===== src/rtl/rcm_pkg.sv =====
// ----------------------------------------------------------------------------
// rcm_pkg: shared types and constants for the rectified current meter
// Action and result codes, the sequencer state type and the fixed sizes
// used by the meter datapath.
// ----------------------------------------------------------------------------
package rcm_pkg;

   // adc word size and midscale offset
   localparam int SAMPLE_BITS = 10;
   localparam logic [SAMPLE_BITS-1:0] SAMPLE_MID = SAMPLE_BITS'(1) << (SAMPLE_BITS - 1);

   // accumulator widths
   localparam int PERIOD_BITS = 17;
   localparam int WINDOW_BITS = 25;
   localparam int TARGET_BITS = 24;
   localparam int VALUE_BITS  = 32;

   // register reset values
   localparam logic [7:0] SPP_RESET = 8'd90;
   localparam logic [7:0] PPR_RESET = 8'd50;

   // largest q16.8 target
   localparam logic [TARGET_BITS-1:0] TARGET_MAX = '1;

   // configuration register indexes
   localparam logic [7:0] REG_SAMPLES_PER_PERIOD = 8'd0;
   localparam logic [7:0] REG_PERIODS_PER_REPORT = 8'd1;

   // input actions
   typedef enum logic [1:0] {
      ACT_SAMPLE  = 2'd0,
      ACT_ARM     = 2'd1,
      ACT_RESTORE = 2'd2,
      ACT_UNUSED  = 2'd3
   } action_type;

   // result kinds
   typedef enum logic {
      KIND_REPORT = 1'b0,
      KIND_SCALE  = 1'b1
   } kind_type;

   // sequencer states
   typedef enum logic [1:0] {
      ST_IDLE   = 2'd0,
      ST_CHECK  = 2'd1,
      ST_DIVIDE = 2'd2,
      ST_DONE   = 2'd3
   } state_type;

endpackage


===== src/rtl/rectified_current_meter.sv =====
// ----------------------------------------------------------------------------
// rectified_current_meter: rectified-average ac current meter
// Sums |sample - midscale| over each mains period and the period sums over a
// report window, then divides the window sum to report a q24.8 measurement
// or to derive a new q16.16 calibration scale.
// ----------------------------------------------------------------------------
//
// Usage:
// - req_ carries one transaction per sample, calibration arm or scale restore
//   (action in req_tuser). Samples, arm and restore are taken while the
//   block is idle; the sample that closes a report window drops req_tready.
// - On the sample that closes a report window the block runs one shared
//   restoring divider, one quotient bit per cycle. It loads the divider,
//   runs a range check, divides out the 32 quotient bits and hands the
//   result to the output register. req_tready is low meanwhile.
//   A zero divisor or a quotient that does not fit 32 bits skips the divide.
// - rsp_ carries at most one result per window. The result sits in an output
//   register; new samples are taken while it waits. If another window ends
//   before it is taken, the sequencer holds its result and stays busy until
//   the output register frees up.
// - csr_ writes samples_per_period (index 0) and periods_per_report
//   (index 1); csr_ready is always high, other indexes are ignored.
// - reset clears all accumulators, the armed target and the scale, loads the
// register defaults (90 and 50) and empties the output register. There is
// no clearing pass; the block is ready as soon as reset is released.
//
module rectified_current_meter (
   input  logic        clock,
   input  logic        reset,
   // input channel
   input  logic        req_tvalid,
   output logic        req_tready,
   input  logic [47:0] req_tdata,   // sample [9:0], argument [41:10], zero [47:42]
   input  logic [1:0]  req_tuser,   // action [1:0]
   // result channel
   output logic        rsp_tvalid,
   input  logic        rsp_tready,
   output logic [31:0] rsp_tdata,   // value [31:0]
   output logic [1:0]  rsp_tuser,   // kind [0], saturated [1]
   // configuration write channel
   input  logic        csr_valid,
   output logic        csr_ready,
   input  logic [7:0]  csr_index,
   input  logic [7:0]  csr_wdata
);

   localparam int PB = rcm_pkg::PERIOD_BITS;
   localparam int WB = rcm_pkg::WINDOW_BITS;
   localparam int TB = rcm_pkg::TARGET_BITS;
   localparam int VB = rcm_pkg::VALUE_BITS;
   localparam int SB = rcm_pkg::SAMPLE_BITS;

   // registers
   rcm_pkg::state_type state_ff, state_in;
   logic [7:0]    spp_ff, spp_in;
   logic [7:0]    ppr_ff, ppr_in;
   logic [PB-1:0] period_sum_ff, period_sum_in;
   logic [WB-1:0] window_sum_ff, window_sum_in;
   logic [7:0]    sample_count_ff, sample_count_in;
   logic [7:0]    period_count_ff, period_count_in;
   logic [TB-1:0] target_ff, target_in;
   logic [VB-1:0] scale_ff, scale_in;
   // divider
   logic [WB-1:0] num_ff, num_in;
   logic [VB-1:0] den_ff, den_in;
   logic [VB-1:0] rem_ff, rem_in;
   logic [7:0]    low_ff, low_in;
   logic [VB-1:0] quo_ff, quo_in;
   logic [4:0]    step_ff, step_in;
   rcm_pkg::kind_type kind_ff, kind_in;
   logic          sat_ff, sat_in;
   // output register
   logic          rsp_valid_ff, rsp_valid_in;
   logic [VB-1:0] rsp_value_ff, rsp_value_in;
   rcm_pkg::kind_type rsp_kind_ff, rsp_kind_in;
   logic          rsp_sat_ff, rsp_sat_in;

   // combinational helpers
   rcm_pkg::action_type action;
   logic [SB-1:0] smp;
   logic [SB-1:0] mag;
   logic [PB-1:0] period_next;
   logic [WB-1:0] window_next;
   logic [7:0]    sample_inc;
   logic [7:0]    period_inc;
   logic          period_end;
   logic          window_end;
   logic [VB:0]   trial;
   logic [VB+1:0] diff;
   logic          ge;
   logic          overflow;
   logic          req_fire;
   logic          rsp_free;

   assign action    = rcm_pkg::action_type'(req_tuser);
   assign smp       = req_tdata[SB-1:0];
   assign req_tready = (state_ff == rcm_pkg::ST_IDLE);
   assign req_fire  = req_tvalid && req_tready;
   assign rsp_free  = !rsp_valid_ff || rsp_tready;
   assign csr_ready = 1'b1;

   // sample rectification and accumulation
   assign mag         = (smp >= rcm_pkg::SAMPLE_MID) ? smp - rcm_pkg::SAMPLE_MID
                                                     : rcm_pkg::SAMPLE_MID - smp;
   assign period_next = period_sum_ff + PB'(mag);
   assign sample_inc  = sample_count_ff + 8'd1;
   assign period_end  = !(sample_inc < spp_ff);
   assign window_next = window_sum_ff + WB'(period_next);
   assign period_inc  = period_count_ff + 8'd1;
   assign window_end  = period_end && !(period_inc < ppr_ff);

   // divider step and range check
   assign trial    = {rem_ff, low_ff[7]};
   assign diff     = {1'b0, trial} - {2'b00, den_ff};
   assign ge       = !diff[VB+1];
   assign overflow = ({{(VB + 8 - WB){1'b0}}, num_ff} >= {den_ff, 8'd0});

   // sequencer, state and datapath next values
   always_comb begin
      state_in        = state_ff;
      spp_in          = spp_ff;
      ppr_in          = ppr_ff;
      period_sum_in   = period_sum_ff;
      window_sum_in   = window_sum_ff;
      sample_count_in = sample_count_ff;
      period_count_in = period_count_ff;
      target_in       = target_ff;
      scale_in        = scale_ff;
      num_in          = num_ff;
      den_in          = den_ff;
      rem_in          = rem_ff;
      low_in          = low_ff;
      quo_in          = quo_ff;
      step_in         = step_ff;
      kind_in         = kind_ff;
      sat_in          = sat_ff;
      rsp_valid_in    = rsp_valid_ff && !rsp_tready;
      rsp_value_in    = rsp_value_ff;
      rsp_kind_in     = rsp_kind_ff;
      rsp_sat_in      = rsp_sat_ff;

      // configuration writes
      if (csr_valid) begin
         if (csr_index == rcm_pkg::REG_SAMPLES_PER_PERIOD) begin
            spp_in = csr_wdata;
         end
         if (csr_index == rcm_pkg::REG_PERIODS_PER_REPORT) begin
            ppr_in = csr_wdata;
         end
      end

      case (state_ff)
         rcm_pkg::ST_IDLE: begin
            if (req_fire) begin
               case (action)
                  rcm_pkg::ACT_SAMPLE: begin
                     if (!period_end) begin
                        period_sum_in   = period_next;
                        sample_count_in = sample_inc;
                     end else begin
                        period_sum_in   = '0;
                        sample_count_in = '0;
                        if (!window_end) begin
                           window_sum_in   = window_next;
                           period_count_in = period_inc;
                        end else begin
                           // window closed: load the divider
                           window_sum_in   = '0;
                           period_count_in = '0;
                           num_in          = window_next;
                           if (target_ff != '0) begin
                              den_in    = {{(VB - TB){1'b0}}, target_ff};
                              kind_in   = rcm_pkg::KIND_SCALE;
                              target_in = '0;
                           end else begin
                              den_in  = scale_ff;
                              kind_in = rcm_pkg::KIND_REPORT;
                           end
                           state_in = rcm_pkg::ST_CHECK;
                        end
                     end
                  end
                  rcm_pkg::ACT_ARM: begin
                     if (req_tdata[41:10] > {{(VB - TB){1'b0}}, rcm_pkg::TARGET_MAX}) begin
                        target_in = rcm_pkg::TARGET_MAX;
                     end else begin
                        target_in = req_tdata[TB+9:10];
                     end
                  end
                  rcm_pkg::ACT_RESTORE: begin
                     scale_in = req_tdata[41:10];
                  end
                  default: begin
                  end
               endcase
            end
         end
         rcm_pkg::ST_CHECK: begin
            // zero divisor or quotient wider than 32 bits saturates
            if (den_ff == '0 || overflow) begin
               sat_in   = 1'b1;
               quo_in   = '1;
               state_in = rcm_pkg::ST_DONE;
            end else begin
               sat_in   = 1'b0;
               rem_in   = {{(VB - (WB - 8)){1'b0}}, num_ff[WB-1:8]};
               low_in   = num_ff[7:0];
               quo_in   = '0;
               step_in  = '0;
               state_in = rcm_pkg::ST_DIVIDE;
            end
         end
         rcm_pkg::ST_DIVIDE: begin
            // one restoring quotient bit per cycle
            rem_in  = ge ? diff[VB-1:0] : trial[VB-1:0];
            quo_in  = {quo_ff[VB-2:0], ge};
            low_in  = {low_ff[6:0], 1'b0};
            step_in = step_ff + 5'd1;
            if (step_ff == '1) begin
               state_in = rcm_pkg::ST_DONE;
            end
         end
         rcm_pkg::ST_DONE: begin
            // hand off once the output register is free
            if (rsp_free) begin
               rsp_valid_in = 1'b1;
               rsp_value_in = quo_ff;
               rsp_kind_in  = kind_ff;
               rsp_sat_in   = sat_ff;
               if (kind_ff == rcm_pkg::KIND_SCALE) begin
                  scale_in = quo_ff;
               end
               state_in = rcm_pkg::ST_IDLE;
            end
         end
         default: begin
            state_in = rcm_pkg::ST_IDLE;
         end
      endcase
   end

   // control state
   always_ff @(posedge clock) begin
      if (reset) begin
         state_ff        <= rcm_pkg::ST_IDLE;
         spp_ff          <= rcm_pkg::SPP_RESET;
         ppr_ff          <= rcm_pkg::PPR_RESET;
         period_sum_ff   <= '0;
         window_sum_ff   <= '0;
         sample_count_ff <= '0;
         period_count_ff <= '0;
         target_ff       <= '0;
         scale_ff        <= '0;
         rsp_valid_ff    <= 1'b0;
      end else begin
         state_ff        <= state_in;
         spp_ff          <= spp_in;
         ppr_ff          <= ppr_in;
         period_sum_ff   <= period_sum_in;
         window_sum_ff   <= window_sum_in;
         sample_count_ff <= sample_count_in;
         period_count_ff <= period_count_in;
         target_ff       <= target_in;
         scale_ff        <= scale_in;
         rsp_valid_ff    <= rsp_valid_in;
      end
   end

   // divider and output payload
   always_ff @(posedge clock) begin
      num_ff       <= num_in;
      den_ff       <= den_in;
      rem_ff       <= rem_in;
      low_ff       <= low_in;
      quo_ff       <= quo_in;
      step_ff      <= step_in;
      kind_ff      <= kind_in;
      sat_ff       <= sat_in;
      rsp_value_ff <= rsp_value_in;
      rsp_kind_ff  <= rsp_kind_in;
      rsp_sat_ff   <= rsp_sat_in;
   end

   // result channel
   assign rsp_tvalid = rsp_valid_ff;
   assign rsp_tdata  = rsp_value_ff;
   assign rsp_tuser  = {rsp_sat_ff, rsp_kind_ff};

endmodule


===== config.mk =====
export PLATFORM = sky130hd
export DESIGN_NAME = rectified_current_meter
export DESIGN_NICKNAME = d
export VERILOG_FILES = /design/src/rtl/rcm_pkg.sv /design/src/rtl/rectified_current_meter.sv
export SDC_FILE = /design/constraint.sdc
export NUM_CORES = 1
export LEC_CHECK = 0
export BUFFER_PORTS_ARGS = -buffer_cell sky130_fd_sc_hd__buf_2
export CAP_MARGIN = 20
export CORE_AREA = 8 8 190 192
export CTS_CLUSTER_DIAMETER = 50
export DETAILED_ROUTE_END_ITERATION = 10
export DIE_AREA = 0 0 198 200
export PLACE_DENSITY_LB_ADDON = 0.05
export SLEW_MARGIN = 20
export SYNTH_ARGS = -nofsm -noshare
export SYNTH_HDL_FRONTEND = slang
export SYNTH_SLANG_ARGS = --single-unit

===== constraint.sdc =====
create_clock -name clock -period 11.4 [get_ports clock]
set_clock_uncertainty 0.2 [all_clocks]
set_input_delay 2.85 -clock clock [delete_from_list [all_inputs] [get_ports clock]]
set_output_delay 2.85 -clock clock [all_outputs]
set_load 0.1 [all_outputs]

**Word level (Yosys, flattened, before mapping)**

Index checks and enable logic that the tools add are counted.

- Muxes and demuxes: 37
- Reduce and logical (&&, ||, !) cells: 28
- $add $sub $neg: 8
- Eq/ne operators: 19
- Bitwise gates (word level): 1
- $lt $le $gt $ge: 5

Operators by type and width:

| cell | count |
|---|---|
| 32-bit 2-to-1 mux | 7 |
| 32-bit one-hot mux with 2 select lines | 3 |
| 24-bit 2-to-1 mux | 5 |
| 24-bit one-hot mux with 2 select lines | 1 |
| 25-bit by 40-bit >= comparator with 1-bit output | 1 |
| 33-bit by 32-bit subtractor with 34-bit output | 1 |
| 32-bit by 24-bit > comparator with 1-bit output, second input constant | 1 |
| 32-bit zero test | 1 |
| 25-bit by 17-bit adder with 25-bit output | 1 |
| 25-bit 2-to-1 mux | 1 |
| 8-bit 2-to-1 mux | 3 |
| 24-bit nonzero test | 1 |
| 17-bit by 10-bit adder with 17-bit output | 1 |
| 17-bit 2-to-1 mux | 1 |
| 8-bit by 1-bit adder with 8-bit output, second input constant | 2 |
| 8-bit < comparator | 2 |
| 2-bit != test, second input constant | 8 |
| 8-bit one-hot mux with 2 select lines | 1 |
| 2-bit 2-to-1 mux | 6 |
| 6-bit AND reduction | 2 |
| 10-bit >= comparator, second input constant | 1 |
| 10-bit 2-to-1 mux | 1 |
| 5-bit one-hot mux with 2 select lines | 1 |
| 5-bit AND reduction | 2 |
| 21 further kinds | 44 |

- Input port bits: 71
- Register bits after elaboration: 303
- Logic and storage cells: 120
- Output and inout bits: 37

**Logic depth before layout (Yosys ltp)**

- Depth in word-level cells: 9
- Mapped depth: 22
- Mapped depth without buffers: 21

**Least setup slack after synthesis**

No wires, ideal clock.

- Kind: input to register
- Start point: in req_tdata[9]
- End point: reg num_ff[20] (data pin)
- Path buffers: 2
- Stages on the path: 20
- Required time: 10.938 ns
- Setup slack: 4.151 ns
- Setup time: 0.262 ns
- Arrival: 6.787 ns
- Cell sequence: clkbuf_1 mux2_2 ha_1 a21o_1 a21o_1 a211oi_1 o21bai_1 a21o_1 o31a_1 xor2_1 ha_1 a21oi_1 o21bai_1 a21o_1 a21o_1 a31o_2 a31oi_1 buf_2 nor2_1 xor2_1

- Cells in the longest elaborated chain, start to end: 4
- Elaborated cells between the ends (all ways): 6
- Those cells by class: 4 x add/sub; 1 x order compare; 1 x mux

RTL lines:

| element | line | source |
|---|---|---|
| from (decl) | rectified_current_meter.sv:33 | `input logic [47:0] req_tdata,` |
| 10-bit subtractor, or another cell as far along | rectified_current_meter.sv:104 | `: rcm_pkg::SAMPLE_MID - smp;` |
| 10-bit 2-to-1 mux (*) | rectified_current_meter.sv:103 | `assign mag = (smp >= rcm_pkg::SAMPLE_MID) ? smp - rcm_pkg::SAMPLE_MID` |
| 17-bit by 10-bit adder with 17-bit output (*) | rectified_current_meter.sv:105 | `assign period_next = period_sum_ff + PB'(mag);` |
| 25-bit by 17-bit adder with 25-bit output (*) | rectified_current_meter.sv:108 | `assign window_next = window_sum_ff + WB'(period_next);` |
| named net window_next[20] | rectified_current_meter.sv:83 | `logic [WB-1:0] window_next;` |
| to (signal assigned) | rectified_current_meter.sv:271 | `num_ff <= num_in;` |
| to (decl) | rectified_current_meter.sv:64 | `logic [WB-1:0] num_ff, num_in;` |

The timed path passes the listed nets; every way through them passes the cells marked *.
A chain may end at the register's enable or synchronous reset.

**Final worst setup path**

- Start point: in req_tdata[0]
- End point: reg num_ff[20] (data pin)

Same word-level chain as after synthesis.

==> results.json <==
{
  "switching_share": 0.238,
  "ys_async_sr_fraction": 0,
  "routed_wl_mm": 39.5,
  "hold_ws_ps": 233,
  "dr.first_iter.drc_count": 835,
  "layout_min_cycle_time_ps": 7470,
  "intPower_mw": 1.90,
  "hp-class": "flip-flop to flip-flop",
  "synth.distinct_cells": 78,
  "path_max_fanout": 12,
  "slowest_stage": "a31oi_1",
  "ys_seq_area_frac": 0.476,
  "syn_nets": 1844,
  "grt_overflow": 0,
  "clk_pin_slew_ps": 60,
  "cts_buffers": 41,
  "r2r_cells": 19,
  "die_h_um": 200,
  "setup_viol": 0,
  "final_nets": 1916,
  "cp-end-kind": "flip-flop",
  "required_ps": 11500,
  "postSynthCellCount": 1671,
  "wl_per_cell_um": 17.8,
  "worstHoldPathCells": 0,
  "hold_viol": 0,
  "first_global_vias": 12300,
  "power.share.clock": 0.483,
  "ctsResizeCount": 0,
  "worst-path-buf-inv": 2,
  "synth_area_mm2": 0.0163,
  "outcome": "finished, final reports clean",
  "worst_path_most_repeated_cell": "a21o_1",
  "layout-drive-gt1-share": 0.118,
  "ir_worst_vdd_mv": 0.135,
  "core-area_mm2": 0.0331,
  "power_per_cell_area_mw_per_mm2": 135,
  "start_util": 0.493,
  "r2r_slack_ps": 6570,
  "drv_slew": 0,
  "synth_edf_count": 170,
  "p_sw_mw": 0.594,
  "avgSynthCellArea_um2": 9.77,
  "route.detailed.drc": 0,
  "crit_path_start_kind": "input port",
  "vias": 12400,
  "via_per_inst": 5.59,
  "drtPass1Iterations": 5,
  "crit_type": "input port to flip-flop",
  "slew_headroom": 0.271,
  "boundaryPins": 108,
  "rsz0062_at_grt": "no",
  "yosys_warnings": 0,
  "hold_buffers": 0,
  "place_inst": 2147,
  "hold_start": "sat_ff$_DFFE_PN_",
  "tightest_slew_ps": 1090,
  "maxCapViolCount": 0,
  "clock_path_buffers": 3,
  "antenna_left": 0,
  "cts_htree_levels": 2,
  "critPathMaxStageDelay_ps": 670,
  "rr_endpoint": "num_ff[20]$_DFFE_PP_",
  "power_leakage_nw": 7.59,
  "cts_root_buf": "clkbuf_16",
  "critPathTopFamily": "compound AO/OA/AOI/OAI gates",
  "hpwl_mm": 27.7,
  "timing.fmax_mhz": 134,
  "pwr-share-comb": 0.049,
  "p_seq_frac": 0.468,
  "synth-seq-cells": 303,
  "dieWidth_um": 198,
  "setup_tns_ps": 0,
  "layout.cells.non_filler": 2225,
  "rows": 67,
  "place.gp.congestion": 0.857,
  "grt_util_all_layers": 0.199,
  "antenna_found_initial": 0,
  "min_period_over_period": 0.655,
  "ys.flop_type": "edfxtp_1",
  "postCtsSetupBuffers": 0,
  "grt_pass1_wl_mm": 64.0,
  "cts.sinks": 303,
  "tritoncts": "yes",
  "whs_endpoint": "rsp_sat_ff$_DFFE_PP_",
  "portBuffers": 100,
  "arrival_ps": 7570,
  "reg2reg_from": "period_sum_ff[0]$_SDFFE_PP0P_",
  "clk_latency_ps": 560,
  "die_area_mm2": 0.0396,
  "grt_max_degree": 67,
  "area_growth_pct": 13.0,
  "path_cells": "buf_2 -> inv_1 -> ha_1 -> mux2_2 -> ha_1 -> a21o_1 -> a21o_1 -> a211oi_1 -> o21bai_1 -> a21o_1 -> o31a_1 -> xor2_1 -> ha_1 -> a21oi_1 -> o21bai_1 -> a21o_1 -> a21o_1 -> a31o_2 -> a31oi_1 -> nor2_1 -> xor2_1"
}
==> area by class of cell <==
class	instances	area (um2)
fill	3055	14700
multi-input combinational	1207	7950
sequential	303	7770
clock buffer	54	1100
timing repair buffer	114	616
tap	448	561
inverter	76	285
clock inverter	22	176
antenna	1	2.50
==> cells by family (layout without fill, tap and decap cells) <==
group	Yosys count	count (layout)	synth area share
AO/OA/AOI/OAI	410	410	0.171
buffers and inverters	161	266	0.0399
XOR/XNOR	77	77	0.0413
flip-flops	303	303	0.476
multiplexers	56	56	0.0352
other	1	2	0.000230
AND/OR/NAND/NOR	561	561	0.158
adder cells (fa/ha/maj)	102	102	0.0795
==> worst max path at each step <==
| stage | startpoint | endpoint | slack (ps) | cells past startpoint |
|---|---|---|---|---|
| 2_1_floorplan | req_tdata[9] | num_ff[20]$_DFFE_PP_ | 4150 | 20 |
| 3_3_place_gp | req_tdata[0] | num_ff[22]$_DFFE_PP_ | 3350 | 21 |
| 3_5_place_dp | req_tdata[0] | num_ff[20]$_DFFE_PP_ | 3370 | 21 |
| 4_1_cts | req_tdata[0] | num_ff[20]$_DFFE_PP_ | 3920 | 21 |
| 5_1_grt | req_tdata[1] | num_ff[22]$_DFFE_PP_ | 3640 | 20 |
| 6_report | req_tdata[0] | num_ff[20]$_DFFE_PP_ | 3930 | 21 |
==> flip-flops by register name (all words and copies together), names as in the netlist, 17 cells and up <==
register and cells:
den_ff 32, num_ff 25, period_sum_ff 17, quo_ff 32
rem_ff 32, rsp_tdata 32, scale_ff 32, target_ff 24
window_sum_ff 25
==> routing by layer <==
| layer | share of wire | vias up | track usage |
|---|---|---|---|
| li1 | - | 6248 | - |
| met3 | 0.042 | 49 | 0.0322 |
| met5 | 0 | - | 0 |
| met4 | 0.024 | 0 | 0.0689 |
| met2 | 0.46 | 230 | 0.326 |
| met1 | 0.48 | 5919 | 0.267 |
==> cells in the mapped netlist (10+ instances only) <==
library cell,n,share of area
o21ai_0,40,0.012
a31oi_1,32,0.012
a21oi_1,102,0.031
a21o_1,58,0.027
inv_1,75,0.017
ha_1,99,0.076
xnor2_1,35,0.019
a22oi_1,11,0.0051
xor2_1,42,0.023
or4_1,10,0.0046
nand4_1,13,0.0050
o21a_1,14,0.0064
nand3_1,60,0.018
clkbuf_1,60,0.014
nor2b_1,11,0.0042
buf_1,10,0.0023
o211ai_1,26,0.012
o2bb2ai_1,24,0.013
nor4_1,22,0.0084
and3_1,17,0.0065
dfxtp_1,133,0.16
nand2_1,200,0.046
o21bai_1,10,0.0046
nor2_1,159,0.037
a211oi_1,40,0.018
and2_1,14,0.0054
nor3_1,13,0.0040
mux2i_1,45,0.028
mux2_2,11,0.0076
edfxtp_1,170,0.31
or3_1,12,0.0046
==> layout by cell type (no fill, tap or decap), drive strengths merged, types with 14 or more instances in the layout <==
master,n
nand3,60
clkbuf,54
o21ai,49
a21o,58
ha,99
and2,16
xnor2,35
a31oi,33
o211ai,26
and3,17
xor2,42
edfxtp,170
dfxtp,133
o21a,14
nand2,200
a211oi,40
inv,84
nor4,22
a21oi,104
o2bb2ai,24
buf,114
mux2i,45
nor2,159
==> through the flow <==
| stage | total power, mW | util | cell area, um2 | worst slack, ps |
|---|---|---|---|---|
| floorplan | 1.27 | - | 16300 | 4150 |
| global placement | 1.31 | 0.518 | 17200 | 3350 |
| detailed placement | 1.31 | 0.518 | 17200 | 3370 |
| CTS | 2.52 | 0.557 | 18400 | 3920 |
| global route | 2.58 | 0.557 | 18500 | 3640 |
| finish | 2.49 | 0.557 | 18500 | 3930 |
==> power groups by stage <==
| stage | clock, mW | combinational, mW | sequential (mW) |
|---|---|---|---|
| after floorplan | 0 | 0.0806 | 1.19 |
| after global placement | 0 | 0.119 | 1.19 |
| after detailed placement | 0 | 0.121 | 1.19 |
| after CTS | 1.23 | 0.122 | 1.17 |
| after global routing | 1.27 | 0.136 | 1.17 |
| final | 1.20 | 0.122 | 1.17 |
No activity file was read; power rests on OpenSTA's default activity.
